$ cat src/hdl/pidq_pkg.sv
// ----------------------------------------------------------------------------
// pidq_pkg
// Shared types, constants and the microcode program of the PID controller
// with quadrature encoder feedback.
// ----------------------------------------------------------------------------
`default_nettype none

package pidq_pkg;

  // Field and register widths.
  localparam int KW       = 32;
  localparam int AlphaW   = 17;
  localparam int PerW     = 10;
  localparam int CfgIdxW  = 3;
  localparam int CfgDataW = 32;
  localparam int SpRawW   = 12;
  localparam int PosW     = 32;
  localparam int DriveW   = 16;
  localparam int ErrW     = 48;
  localparam int SumW     = 64;
  localparam int ProdW    = 66;
  localparam int AccW     = 100;
  localparam int DivW     = 60;
  localparam int DsrW     = 10;
  localparam int DivSteps = DivW / 2;
  localparam int DivCntW  = 5;
  localparam int PcW      = 6;
  localparam int UcodeLen = 37;

  // Register reset values.
  localparam logic [KW-1:0]     KpReset     = 32'd196608;
  localparam logic [KW-1:0]     KiReset     = 32'd66;
  localparam logic [KW-1:0]     KdReset     = 32'd655;
  localparam logic [AlphaW-1:0] AlphaReset  = 17'd65536;
  localparam logic [PerW-1:0]   PeriodReset = 10'd5;

  // Arithmetic constants.
  localparam logic [AlphaW-1:0] AlphaOne = 17'd65536;
  localparam logic [DsrW-1:0]   DivK     = 10'd1000;
  localparam logic signed [ErrW-1:0] ErrMax = {1'b0, {(ErrW-1){1'b1}}};
  localparam logic signed [ErrW-1:0] ErrMin = {1'b1, {(ErrW-1){1'b0}}};
  localparam logic signed [SumW-1:0] SumMax = {1'b0, {(SumW-1){1'b1}}};
  localparam logic signed [SumW-1:0] SumMin = {1'b1, {(SumW-1){1'b0}}};

  // Configuration register indexes.
  typedef enum logic [CfgIdxW-1:0] {
    CFG_KP     = 3'd0,
    CFG_KI     = 3'd1,
    CFG_KD     = 3'd2,
    CFG_ALPHA  = 3'd3,
    CFG_PERIOD = 3'd4
  } cfg_idx_e;

  // Top-level control states.
  typedef enum logic [1:0] {
    ST_IDLE,
    ST_RUN,
    ST_EMIT
  } state_e;

  // Divider states.
  typedef enum logic [1:0] {
    DIV_IDLE,
    DIV_RUN,
    DIV_FIX
  } div_state_e;

  // Micro-operations of the datapath.
  typedef enum logic [3:0] {
    UOP_NOP,
    UOP_LDX,
    UOP_MUL,
    UOP_SS,
    UOP_ERR,
    UOP_DIV,
    UOP_ESUM,
    UOP_DERIV,
    UOP_SLOPE,
    UOP_ABS,
    UOP_DRIVE
  } uop_e;

  // Sources of the multiplier operand register.
  typedef enum logic [2:0] {
    XS_FSP,
    XS_ERR,
    XS_DERR,
    XS_DSL,
    XS_ESUM,
    XS_SLOPE
  } xsrc_e;

  // Sources of the coefficient operand (and of the divisor).
  typedef enum logic [2:0] {
    BS_ALPHA,
    BS_PER,
    BS_K1000,
    BS_KP,
    BS_KI,
    BS_KD
  } bsrc_e;

  // Jump conditions.
  typedef enum logic {
    JC_NONE,
    JC_DIV_BUSY
  } jcond_e;

  // One control word of the program.
  typedef struct packed {
    uop_e             op;
    xsrc_e            xsrc;
    bsrc_e            bsrc;
    logic             hi;
    logic             clr;
    jcond_e           jc;
    logic [PcW-1:0]   jmp;
  } uword_t;

  // Addresses of the two divider wait loops.
  localparam logic [PcW-1:0] PcWaitInc = 6'd11;
  localparam logic [PcW-1:0] PcWaitDrv = 6'd18;

  // Saturate a wide signed value to the signed 48-bit range.
  function automatic logic signed [ErrW-1:0] sat_err(input logic signed [DivW-1:0] v);
    logic signed [ErrW-1:0] r;
    if ((v[DivW-1:ErrW-1] == '0) || (v[DivW-1:ErrW-1] == '1)) begin
      r = v[ErrW-1:0];
    end else if (v[DivW-1]) begin
      r = ErrMin;
    end else begin
      r = ErrMax;
    end
    return r;
  endfunction

  // Build a control word.
  function automatic uword_t mk(input uop_e op, input xsrc_e xs, input bsrc_e bs,
                                input logic hi, input logic clr, input jcond_e jc,
                                input logic [PcW-1:0] jmp);
    uword_t w;
    w.op   = op;
    w.xsrc = xs;
    w.bsrc = bs;
    w.hi   = hi;
    w.clr  = clr;
    w.jc   = jc;
    w.jmp  = jmp;
    return w;
  endfunction

  // The control-step program. A multiply issues a low and a high half;
  // each product is added to the accumulator in the cycle after it.
  function automatic uword_t ucode_rom(input logic [PcW-1:0] pc);
    uword_t w;
    unique case (pc)
      // Reference filter: ss += floor(alpha * (target - ss) / 2^16).
      6'd0:  w = mk(UOP_LDX,   XS_FSP,   BS_ALPHA, 1'b0, 1'b1, JC_NONE, '0);
      6'd1:  w = mk(UOP_MUL,   XS_FSP,   BS_ALPHA, 1'b0, 1'b0, JC_NONE, '0);
      6'd2:  w = mk(UOP_MUL,   XS_FSP,   BS_ALPHA, 1'b1, 1'b0, JC_NONE, '0);
      6'd3:  w = mk(UOP_NOP,   XS_FSP,   BS_ALPHA, 1'b0, 1'b0, JC_NONE, '0);
      6'd4:  w = mk(UOP_SS,    XS_FSP,   BS_ALPHA, 1'b0, 1'b0, JC_NONE, '0);
      6'd5:  w = mk(UOP_ERR,   XS_FSP,   BS_ALPHA, 1'b0, 1'b0, JC_NONE, '0);
      // Integral increment: error * period / 1000.
      6'd6:  w = mk(UOP_LDX,   XS_ERR,   BS_PER,   1'b0, 1'b1, JC_NONE, '0);
      6'd7:  w = mk(UOP_MUL,   XS_ERR,   BS_PER,   1'b0, 1'b0, JC_NONE, '0);
      6'd8:  w = mk(UOP_MUL,   XS_ERR,   BS_PER,   1'b1, 1'b0, JC_NONE, '0);
      6'd9:  w = mk(UOP_NOP,   XS_ERR,   BS_PER,   1'b0, 1'b0, JC_NONE, '0);
      6'd10: w = mk(UOP_DIV,   XS_ERR,   BS_K1000, 1'b0, 1'b0, JC_NONE, '0);
      6'd11: w = mk(UOP_NOP,   XS_ERR,   BS_K1000, 1'b0, 1'b0, JC_DIV_BUSY, PcWaitInc);
      6'd12: w = mk(UOP_ESUM,  XS_ERR,   BS_K1000, 1'b0, 1'b0, JC_NONE, '0);
      // Derivative: (error - prior error) * 1000 / period.
      6'd13: w = mk(UOP_LDX,   XS_DERR,  BS_K1000, 1'b0, 1'b1, JC_NONE, '0);
      6'd14: w = mk(UOP_MUL,   XS_DERR,  BS_K1000, 1'b0, 1'b0, JC_NONE, '0);
      6'd15: w = mk(UOP_MUL,   XS_DERR,  BS_K1000, 1'b1, 1'b0, JC_NONE, '0);
      6'd16: w = mk(UOP_NOP,   XS_DERR,  BS_K1000, 1'b0, 1'b0, JC_NONE, '0);
      6'd17: w = mk(UOP_DIV,   XS_DERR,  BS_PER,   1'b0, 1'b0, JC_NONE, '0);
      6'd18: w = mk(UOP_NOP,   XS_DERR,  BS_PER,   1'b0, 1'b0, JC_DIV_BUSY, PcWaitDrv);
      6'd19: w = mk(UOP_DERIV, XS_DERR,  BS_PER,   1'b0, 1'b0, JC_NONE, '0);
      // Derivative filter.
      6'd20: w = mk(UOP_LDX,   XS_DSL,   BS_ALPHA, 1'b0, 1'b1, JC_NONE, '0);
      6'd21: w = mk(UOP_MUL,   XS_DSL,   BS_ALPHA, 1'b0, 1'b0, JC_NONE, '0);
      6'd22: w = mk(UOP_MUL,   XS_DSL,   BS_ALPHA, 1'b1, 1'b0, JC_NONE, '0);
      6'd23: w = mk(UOP_NOP,   XS_DSL,   BS_ALPHA, 1'b0, 1'b0, JC_NONE, '0);
      6'd24: w = mk(UOP_SLOPE, XS_DSL,   BS_ALPHA, 1'b0, 1'b0, JC_NONE, '0);
      // Output sum kp*e + ki*sum + kd*slope.
      6'd25: w = mk(UOP_LDX,   XS_ERR,   BS_KP,    1'b0, 1'b1, JC_NONE, '0);
      6'd26: w = mk(UOP_MUL,   XS_ERR,   BS_KP,    1'b0, 1'b0, JC_NONE, '0);
      6'd27: w = mk(UOP_MUL,   XS_ERR,   BS_KP,    1'b1, 1'b0, JC_NONE, '0);
      6'd28: w = mk(UOP_LDX,   XS_ESUM,  BS_KI,    1'b0, 1'b0, JC_NONE, '0);
      6'd29: w = mk(UOP_MUL,   XS_ESUM,  BS_KI,    1'b0, 1'b0, JC_NONE, '0);
      6'd30: w = mk(UOP_MUL,   XS_ESUM,  BS_KI,    1'b1, 1'b0, JC_NONE, '0);
      6'd31: w = mk(UOP_LDX,   XS_SLOPE, BS_KD,    1'b0, 1'b0, JC_NONE, '0);
      6'd32: w = mk(UOP_MUL,   XS_SLOPE, BS_KD,    1'b0, 1'b0, JC_NONE, '0);
      6'd33: w = mk(UOP_MUL,   XS_SLOPE, BS_KD,    1'b1, 1'b0, JC_NONE, '0);
      6'd34: w = mk(UOP_NOP,   XS_SLOPE, BS_KD,    1'b0, 1'b0, JC_NONE, '0);
      6'd35: w = mk(UOP_ABS,   XS_SLOPE, BS_KD,    1'b0, 1'b0, JC_NONE, '0);
      6'd36: w = mk(UOP_DRIVE, XS_SLOPE, BS_KD,    1'b0, 1'b0, JC_NONE, '0);
      default: w = mk(UOP_NOP, XS_FSP,   BS_ALPHA, 1'b0, 1'b0, JC_NONE, '0);
    endcase
    return w;
  endfunction

endpackage

`default_nettype wire

$ cat src/hdl/pidq_div.sv
// ----------------------------------------------------------------------------
// pidq_div
// Signed divider by a small unsigned divisor, quotient truncated toward zero.
// Works on the magnitude, two quotient bits per cycle, then applies the sign.
// ----------------------------------------------------------------------------
`default_nettype none

module pidq_div (
  input  logic                         clk_i,
  input  logic                         rst_ni,
  input  logic                         start_i,
  input  logic [pidq_pkg::DivW-1:0]    dividend_i,
  input  logic [pidq_pkg::DsrW-1:0]    divisor_i,
  output logic                         busy_o,
  output logic [pidq_pkg::DivW-1:0]    quot_o
);
  import pidq_pkg::*;

  div_state_e           state_q, state_d;
  logic [DivCntW-1:0]   cnt_q;
  logic [DivW-1:0]      work_q;
  logic [DsrW-1:0]      rem_q;
  logic [DsrW-1:0]      dsr_q;
  logic                 neg_q;
  logic [DivW-1:0]      work_d;
  logic [DsrW-1:0]      rem_d;
  logic [DsrW:0]        trial;

  // Two restoring division steps per cycle.
  always_comb begin
    work_d = work_q;
    rem_d  = rem_q;
    trial  = '0;
    for (int k = 0; k < 2; k++) begin
      trial  = {rem_d, work_d[DivW-1]};
      work_d = {work_d[DivW-2:0], 1'b0};
      if (trial >= {1'b0, dsr_q}) begin
        rem_d     = DsrW'(trial - {1'b0, dsr_q});
        work_d[0] = 1'b1;
      end else begin
        rem_d = trial[DsrW-1:0];
      end
    end
  end

  // Next state.
  always_comb begin
    state_d = state_q;
    unique case (state_q)
      DIV_IDLE: begin
        if (start_i) state_d = DIV_RUN;
      end
      DIV_RUN: begin
        if (cnt_q == DivCntW'(DivSteps - 1)) state_d = DIV_FIX;
      end
      DIV_FIX: begin
        state_d = DIV_IDLE;
      end
      default: state_d = DIV_IDLE;
    endcase
  end

  always_ff @(posedge clk_i or negedge rst_ni) begin
    if (!rst_ni) begin
      state_q <= DIV_IDLE;
      cnt_q   <= '0;
    end else begin
      state_q <= state_d;
      if (state_q == DIV_RUN) begin
        cnt_q <= cnt_q + 1'b1;
      end else begin
        cnt_q <= '0;
      end
    end
  end

  // Operand and partial remainder registers.
  always_ff @(posedge clk_i) begin
    if (state_q == DIV_IDLE && start_i) begin
      neg_q  <= dividend_i[DivW-1];
      work_q <= dividend_i[DivW-1] ? (~dividend_i + 1'b1) : dividend_i;
      rem_q  <= '0;
      dsr_q  <= divisor_i;
    end else if (state_q == DIV_RUN) begin
      work_q <= work_d;
      rem_q  <= rem_d;
    end else if (state_q == DIV_FIX) begin
      work_q <= neg_q ? (~work_q + 1'b1) : work_q;
    end
  end

  assign busy_o = (state_q != DIV_IDLE);
  assign quot_o = work_q;

endmodule

`default_nettype wire

$ cat config.mk
export PLATFORM = sky130hd
export DESIGN_NAME = pidq_div
export DESIGN_NICKNAME = d
export VERILOG_FILES = /design/src/hdl/pidq_pkg.sv /design/src/hdl/pidq_div.sv
export SDC_FILE = /design/constraint.sdc
export NUM_CORES = 1
export LEC_CHECK = 0
export ABC_AREA = 1
export BUFFER_PORTS_ARGS = -buffer_cell sky130_fd_sc_hd__buf_2
export CORE_ASPECT_RATIO = 0.9
export CORE_UTILIZATION = 40
export DETAILED_ROUTE_END_ITERATION = 12
export PLACE_DENSITY = 0.65
export SYNTH_ARGS = -nofsm -noshare
export SYNTH_HDL_FRONTEND = slang
export SYNTH_SLANG_ARGS = --single-unit
$ cat constraint.sdc
create_clock -name clk_i -period 9.5 [get_ports clk_i]
set_input_delay 0.95 -clock clk_i [delete_from_list [all_inputs] [get_ports clk_i]]
set_output_delay 0.95 -clock clk_i [all_outputs]
set_load 0.01 [all_outputs]
# After elaboration in Yosys (flattened, before gate mapping)
# Cells that the tools add are included.
[classes]
n_addsub = 5
n_mul = 0
n_div = 0
order_cmp = 2
n_eq_ne = 5
shifts = 0
muxes = 13
n_bitwise = 2
reduce_logical = 7
[ops]
columns = ["op", "n"]
rows = [
  ["$mux W60", 5],
  ["$add A60 B1 Y60 const B", 2],
  ["$not A60 Y60", 2],
  ["$ge A11 B10 Y1", 2],
  ["$mux W10", 2],
  ["$sub A10 B10 Y10", 2],
  ["$reduce_bool A3 Y1", 2],
  ["$add A5 B1 Y5 const B", 1],
  ["$eq A5 B5 Y1 const B", 1],
  ["$mux W5", 1],
  ["$mux W2", 2],
  ["$ne A2 B2 Y1 const B", 2],
  ["$pmux W2 S2", 1],
  ["$reduce_and A2 Y1", 2],
  ["$eq A2 B1 Y1 const B", 1],
  ["$eq A2 B2 Y1 const B", 1],
  ["$logic_not A2 Y1", 1],
  ["$mux W1", 2],
  ["$reduce_bool A2 Y1", 1],
  ["$logic_and A1 B1 Y1", 1],
]
[totals]
regBits = 88
latchBits = 0
mem_bits_rw = 0
rom_bits = 0
in_bits = 73
out_inout_bits = 61
elab_cells = 40
memories = 0

# Longest topological paths before layout
# Gate-level depths: netlist of the first run.
[depth]
word_depth = 6
depth_mapped = 26
mapped_depth_nobuf = 24

# Least setup slack after synthesis of the first run
# Ideal clock, no wire load.
[synth_timing]
kind = "input-to-reg"
from = "in start_i"
to = "reg work_q[10] (netlist: quot_o[10]), enable pin"
setup_ps = 418
arrival_ps = 2879
slack_ps = 6203
cell_stages = 5
path_buffers = 1
path_cell_list = "nand2_1 nor2_1 clkbuf_1 nor2_1 nand2_1"
[synth_between]
elab_chain_cells = 3
[synth_lines]
columns = ["element", "line_no", "text"]
rows = [
  ["from (decl)", "pidq_div.sv:11", "input logic start_i,"],
  ["$logic_and A1 B1 Y1 (*)", "pidq_div.sv:79", "if (state_q == DIV_IDLE && start_i) begin"],
  ["$reduce_bool A3 Y1 (no source line)", "--", ""],
  ["$reduce_and A2 Y1 (no source line) (*)", "--", ""],
  ["to (signal assigned)", "pidq_div.sv:81", "work_q <= dividend_i[DivW-1] ? (~dividend_i + 1'b1) : dividend_i;"],
  ["to (signal assigned)", "pidq_div.sv:85", "work_q <= work_d;"],
  ["to (signal assigned)", "pidq_div.sv:88", "work_q <= neg_q ? (~work_q + 1'b1) : work_q;"],
  ["to (decl)", "pidq_div.sv:21", "logic [DivW-1:0] work_q;"],
]
# Every way passes the cells marked *; elsewhere a longest branch is shown, timed or not.
# A chain may end at the register's enable or synchronous reset.

# Worst setup path after layout of the first run
[layout_timing]
from = "reg dsr_q[1]"
to = "reg rem_q[2]"
[layout_between]
elab_chain_cells = 4
[layout_lines]
columns = ["element", "line_no", "text"]
rows = [
  ["from (decl)", "pidq_div.sv:23", "logic [DsrW-1:0] dsr_q;"],
  ["from (signal assigned)", "pidq_div.sv:83", "dsr_q <= divisor_i;"],
  ["$sub A10 B10 Y10 or $ge A11 B10 Y1 (tied branches)", "pidq_div.sv:38, pidq_div.sv:37", ""],
  ["$mux W10", "pidq_div.sv:37", "if (trial >= {1'b0, dsr_q}) begin"],
  ["$sub A10 B10 Y10 or $ge A11 B10 Y1 (tied branches)", "pidq_div.sv:38, pidq_div.sv:37", ""],
  ["$mux W10 (*)", "pidq_div.sv:37", ""],
  ["to (signal assigned)", "pidq_div.sv:86", "rem_q <= rem_d;"],
  ["to (decl)", "pidq_div.sv:22", "logic [DsrW-1:0] rem_q;"],
]
# Marks and branches as above.

==> results of run 1 <==
==> area by class of cell <==
class / instances / area, sq um
inverters: 172 / 646
flip-flops and latches: 88 / 2510
multi-input cells: 1085 / 5610
clock buffers: 12 / 256
clock inverters: 4 / 76.3
fillers: 2320 / 11600
repair buffers: 139 / 711
well taps: 291 / 364
==> layer usage <==
metal	track usage (%)	share of wire, %	vias up
li1	-	-	4875
met1	44.5	47	4512
met2	39.4	39	543
met3	6.41	12	34
met4	6.63	1.5	0
met5	0	0	-
==> sequential cells by signal (all words and copies together) (netlist names) <==
signal	cells
cnt_q	5
dsr_q	10
neg_q	1
quot_o	60
rem_q	10
state_q	2
==> worst min path at each step <==
stage / start / end / slack, ns / cells after the start
6_report: rst_ni / state_q[0] / 0.43 / 1
5_1_grt: rst_ni / state_q[0] / 0.43 / 1
4_1_cts: rst_ni / state_q[0] / 0.43 / 1
3_5_place_dp: rem_q[7] / rem_q[7] / 0.49 / 2
3_3_place_gp: rem_q[7] / rem_q[7] / 0.48 / 2
2_1_floorplan: rem_q[8] / rem_q[8] / 0.45 / 2
==> cell families after synthesis <==
kind of cell / after synthesis / synth area share, %
flip-flops: 88 / 28.1
buffers and inverters: 211 / 9.05
multiplexers: 1 / 0.112
AO/OA/AOI/OAI: 253 / 15.8
XOR/XNOR: 43 / 4.23
adder cells (fa/ha/maj): 26 / 3.82
AND/OR/NAND/NOR: 762 / 38.9
==> metrics by stage <==
stage | instances | hold slack (ns) | total power, mW | instance area (sq um) | worst slack, ns
final | 1791 | 0.428 | 3.07 | 10200 | 5.66
after global routing | 1791 | 0.425 | 3.32 | 10200 | 5.23
after CTS | 1791 | 0.425 | 3.04 | 10200 | 5.71
after detailed placement | 1775 | 0.491 | 2.62 | 9840 | 5.74
after global placement | 1775 | 0.479 | 2.62 | 9840 | 5.86
after floorplan | 1384 | 0.454 | 2.06 | 8910 | 6.20
==> worst reg2reg max path, delay by kind of cell, from the launching register on <==
family                     cells  cell delay [ns]
buffers and inverters          4             0.52
adders and majority gates      2             0.67
and+or+nand+nor               10             1.56
DFF                            1             0.36
AOI/OAI and AO/OA              3             0.63
==> power by group <==
| group | switching (mW) | total [mW] | internal [mW] | leakage (nW) |
|---|---|---|---|---|
| Sequential | 0.265 | 0.938 | 0.673 | 0.893 |
| Clock | 0.163 | 0.409 | 0.246 | 0.159 |
| Combinational | 1.09 | 1.73 | 0.638 | 3.48 |
==> layout by cell type (no fill, tap or decap), types with 33 or more instances in the layout <==
cell type / count
edfxtp_1: 71
nand3_1: 129
inv_1: 168
nor2_1: 200
buf_2: 133
xor2_1: 35
nand2_1: 305
nand4_1: 33
a21oi_1: 77
o21ai_0: 98
==> metrics.md, run 1 <==
| Metric | Value |
|---|---|
| Share of cells above drive strength 1 | `13.8%` |
| First-pass GRT wire length | `50,300 um` |
| Finished Core Util | `46.7%` |
| Leading area contributor after synthesis | `edfxtp_1` |
| Crit path launch type | `flip-flop` |
| CTS tree | `built` |
| Mapped Area | `8910 sq um` |
| Fmax | `261 MHz` |
| Antenna cells | `0` |
| Worst-margin pin slew | `0.978 ns` |
| TritonCTS Buffers | `9` |
| Final Net Count | `1,594` |
| I/O Buffers | `133` |
| Status | `complete, no violations` |
| # DRC | `0` |
| Setup Skew | `0.0110 ns` |
| Cell breakdown of the critical path | `inv_1, ha_1, nand3_1, nand3_1, nand3_1, nand3_2, o21ai_0, inv_1, ha_1, nand2_1, inv_1, a21oi_1, nand4_1, nand2_1, nand3_1, nor2_4, inv_1, nor2_1, o21ai_1` |
| Worst-case reg-to-reg path depth | `19` |
| GRT overflow | `0` |
| Clk root buf | `clkbuf_16` |
| Post-synth EDFFs | `71` |
| Syn. warnings | `0` |
| Via-per-instance ratio | `5.56` |
| Yosys cell types | `53` |
| Routability cong. | `0.952` |
| 1st-iter DRT viols | `1,195` |
| Initial Utilization | `40.9%` |
| Critical path depth | `19` |
| DP HPWL | `25,800 um` |
| Avg Cell Area, Syn | `6.44 sq um` |
| Hold/Removal Path Class | `in2async` |
| Vias in the first global route | `8,796` |
| Req. time, crit path | `9.74 ns` |
| Wire per inst | `18.3 um` |
| All-Layer GR Usage | `28.7%` |
| Crit path to | `rem_q[2]` |
| TNS Setup | `0 ns` |
| R2R Setup Slk | `5.66 ns` |
| DIE AREA | `22,900 sq um` |
| Core area | `21,800 sq um` |
| Post-synth ARST share | `7.95%` |
| Largest net degree at the start of global routing | `89` |
| Area share of the leading cell type in the synthesized netlist | `23.9%` |
| Top post-synthesis cells by count | `306 x nand2_1, 202 x nor2_1, 169 x inv_1` |
| Routed WL | `32,800 um` |
| Power Density | `302 nW/um^2` |
| Vias | `9,964` |
| CTS Hold Bufs | `0` |
| Cell family with most CP delay | `simple AND/OR/NAND/NOR gates` |
| DRT Pass-1 Iters | `5` |
| Synth Instances | `1,384` |
| Largest cells by area after synthesis | `edfxtp_1 24%, nand2_1 13%, nor2_1 8.5%` |
| Clock Latency Late Sink | `0.35 ns` |
| Unrepaired setup endpoints after global routing | `no` |
| Crit path kind | `reg2reg` |
| Fin crit share | `40.4%` |
| Post_cts resized | `0` |
| Nature of the critical path endpoint | `flip-flop` |
| Row cnt | `51` |
| Post-synthesis register bit count | `88` |
| Max cap viols | `0` |
| Slowest CP cell | `edfxtp_1` |
| Max H-tree Level | `3` |
| CP max FO | `15` |
| Most frequent cell after synthesis | `nand2_1` |
| Final ANT Viol Nets | `0` |
| CTS Buffer Depth | `2` |
| Worst path arrival time | `4.08 ns` |
| Initial antenna violation count | `0` |
| Final number of max-transition violations | `0` |
| Post-CTS setup repair buffer count | `0` |
| Syn_nets | `1,483` |
| Tmin final | `3.84 ns` |
| Final hold vios | `0` |
| Peak VDD IR | `0.000134 V` |
| Die span in y | `144 um` |
| RR Endpoint | `rem_q[2]` |
| FF-to-FF Start | `dsr_q[1]` |
| Die W | `159 um` |
| Num ports | `134` |
| # setup viols final | `0` |
| CP max stage delay | `0.36 ns` |
| Critical path origin | `dsr_q[1]` |
| Max-slew headroom | `34.1%` |
| Register area share after synthesis | `28.2%` |
| Layout area overhead | `14.2%` |
| Clk pin slew, worst setup/hold paths | `0.07 ns` |
| Top_reg_cell synth | `edfxtp_1` |
| LEAKAGE | `4.53 nW` |
| Sink Count | `88` |
| Buf+Inv Stages, Crit Path | `4` |
Power figures use the tool's default switching activity.
==> run 2: changes to the inputs <==
- PLACE_DENSITY: 0.65 -> 0.68
- clock period: 9.5 -> 3.4 ns (I/O delays scaled with it)
==> run 2 against run 1 <==
  * Clock skew increased by 0.0027 ns
  * Largest cell class unchanged
  * Sequential cell count is the same
  * Total power grew to 3.2 times the previous value
  * Highest routed layer unchanged
  * Sequential share of layout area down 1.9 points
  * Critical endpoint is now quot_o[0]
==> metrics.md, run 2 (same netlist as run 1, synthesis figures left out) <==
| Metric | Value |
|---|---|
| Clk pin slew, worst setup/hold paths | `0.07 ns` |
| Number of flip-flops in the largest register | `60` |
| DP HPWL | `26,000 um` |
| Share of cells above drive strength 1 | `21.6%` |
| Num ports | `134` |
| Fmax | `301 MHz` |
| Die W | `159 um` |
| Wire per inst | `18.2 um` |
| Routed WL | `33,700 um` |
| Worst path arrival time | `3.40 ns` |
| CP max FO | `6` |
| Largest net degree at the start of global routing | `78` |
| # DRC | `0` |
| DRT Pass-1 Iters | `6` |
| Peak VDD IR | `0.000420 V` |
| Hold/Removal Path Class | `in2reg` |
| Final ANT Viol Nets | `0` |
| Slowest CP cell | `edfxtp_1` |
| Routability cong. | `0.976` |
| I/O Buffers | `133` |
| TNS Setup | `0 ns` |
| HP Start | `divisor_i[8]` |
| Initial antenna violation count | `1` |
| Core area | `21,800 sq um` |
| Layout area overhead | `23.7%` |
| RR Endpoint | `quot_o[0]` |
| GRT overflow | `0` |
| Max cap viols | `0` |
| End of the worst hold path | `dsr_q[8]` |
| Post-route design area | `11,000 sq um` |
| Sink Count | `88` |
| Commonest non-fill, non-tap cell in the layout | `nand2_1` |
| Hold path cells | `1` |
| First-pass GRT wire length | `50,800 um` |
| Req. time, crit path | `3.48 ns` |
| Worst-case reg-to-reg path depth | `20` |
| Clk root buf | `clkbuf_16` |
| TritonCTS Buffers | `9` |
| Initial Utilization | `40.9%` |
| Setup Skew | `0.0137 ns` |
| Die span in y | `144 um` |
| Cell Area, Placed | `10,200 sq um` |
| Fin crit share | `97.6%` |
| Sequential Area | `2510 sq um` |
| FF-to-FF Start | `quot_o[59]` |
| 1st-iter DRT viols | `1,094` |
| Fill count | `2,158` |
| Worst-margin pin slew | `0.979 ns` |
| Tmin final | `3.32 ns` |
| Max H-tree Level | `3` |
| Final number of max-transition violations | `0` |
| Power Density | `904 nW/um^2` |
| Row cnt | `51` |
| Nature of the critical path endpoint | `flip-flop` |
| All-Layer GR Usage | `28.9%` |
| R2R Setup Slk | `0.08 ns` |
| Status | `complete, no violations` |
| CTS Buffer Depth | `2` |
| Final Net Count | `1,653` |
| Via-per-instance ratio | `5.63` |
| Vias in the first global route | `9,105` |
| LEAKAGE | `4.85 nW` |
| Final hold vios | `0` |
| Crit path launch type | `flip-flop` |
| Multi-input gate area | `6010 sq um` |
| Final Total Pwr | `9.96 mW` |
| DIE AREA | `22,900 sq um` |
| Cell breakdown of the critical path | `inv_2, ha_1, inv_2, fa_2, nand3_2, a21oi_2, o21ai_0, nand3_1, o21ai_4, inv_1, ha_4, nand2_2, inv_1, a21oi_2, nand4_1, nand2_1, nand3_2, nor2_4, buf_12, o22ai_1` |
| # setup viols final | `0` |
| Vias | `10.4k` |
| CP max stage delay | `0.41 ns` |
| Crit path kind | `reg2reg` |
| Commonest cells after routing, fill and taps aside | `287 x nand2_1, 198 x nor2_1, 154 x inv_1` |
| CTS tree | `built` |
| Clock Latency Late Sink | `0.36 ns` |
| Max-slew headroom | `34.0%` |
## run 2: cell count changes in the layout (fill, tap and decap cells not counted), moves of 5 or more
cell | before | now
o21ai_2 | 1 | 6
nand2_1 | 305 | 287
inv_2 | 4 | 17
a21oi_1 | 77 | 69
o21ai_0 | 98 | 88
ha_1 | 24 | 9
nand3_1 | 129 | 124
a21oi_2 | 0 | 6
nand2_2 | 8 | 25
ha_4 | 0 | 15
buf_4 | 6 | 56
inv_1 | 168 | 154
## run 2: per-stage QoR
step,hold slack [ns],setup WS [ns],std cells,util [%]
after global routing,0.149,-0.113,1850,50.6
final,0.144,0.0810,1851,50.7
after CTS,0.142,0.0149,1835,48.7
after detailed placement,0.185,-0.208,1815,46.7
after floorplan,0.0444,0.243,1384,-
after global placement,0.179,-0.0594,1815,46.7
## run 2: worst max-delay path by stage
stage                    start   endpoint  slack, ns  depth (start not counted)
floorplan           quot_o[59]  quot_o[0]       0.24                         20
global placement      dsr_q[6]   rem_q[8]      -0.06                         24
detailed placement    dsr_q[4]   rem_q[2]      -0.21                         21
CTS                   dsr_q[5]   rem_q[7]       0.01                         22
global route          dsr_q[6]   rem_q[0]      -0.11                         26
finish              quot_o[59]  quot_o[0]       0.08                         20
## run 2: where the power goes
group          switching, mW  internal, mW  total (mW)
clock                  0.469         0.541        1.01
sequential             0.760          1.88        2.64
combinational           3.61          2.70        6.31
## run 2: timing repair
item / in CTS / in global routing
endpoints found under the setup margin: 11 / 11
gates cloned: 1 / 0
hold buffers: 1 / 0
setup buffers: 2 / 15
endpoints found under the hold margin: 7 / 0
gates resized for setup: 13 / 86
pin swaps: 4 / 28
## run 2: worst max-delay path, delay by kind of cell (launching register included)
kind / cells / cell delay, ns
AND/OR/NAND/NOR: 7 / 0.86
adder cells (fa/ha/maj): 3 / 0.79
buffers and inverters: 5 / 0.43
AO/OA/AOI/OAI: 5 / 0.55
flip-flops: 1 / 0.41
## run 2: layout make-up
cell class,instances,share of cell area (%)
inverter,172,5.88
clock inverter,5,0.352
tap,291,3.30
sequential,88,22.7
antenna,1,0.0227
timing repair buffer,197,10.9
clock buffer,11,2.29
multi-input combinational,1086,54.5
## run 2: routing by layer
layer	vias up	track usage [%]	wire length [um]
li1	5008	-	-
met4	0	7.29	584
met5	-	0	0
met3	42	5.22	3890
met1	4806	43.8	15300
met2	561	41.4	13900
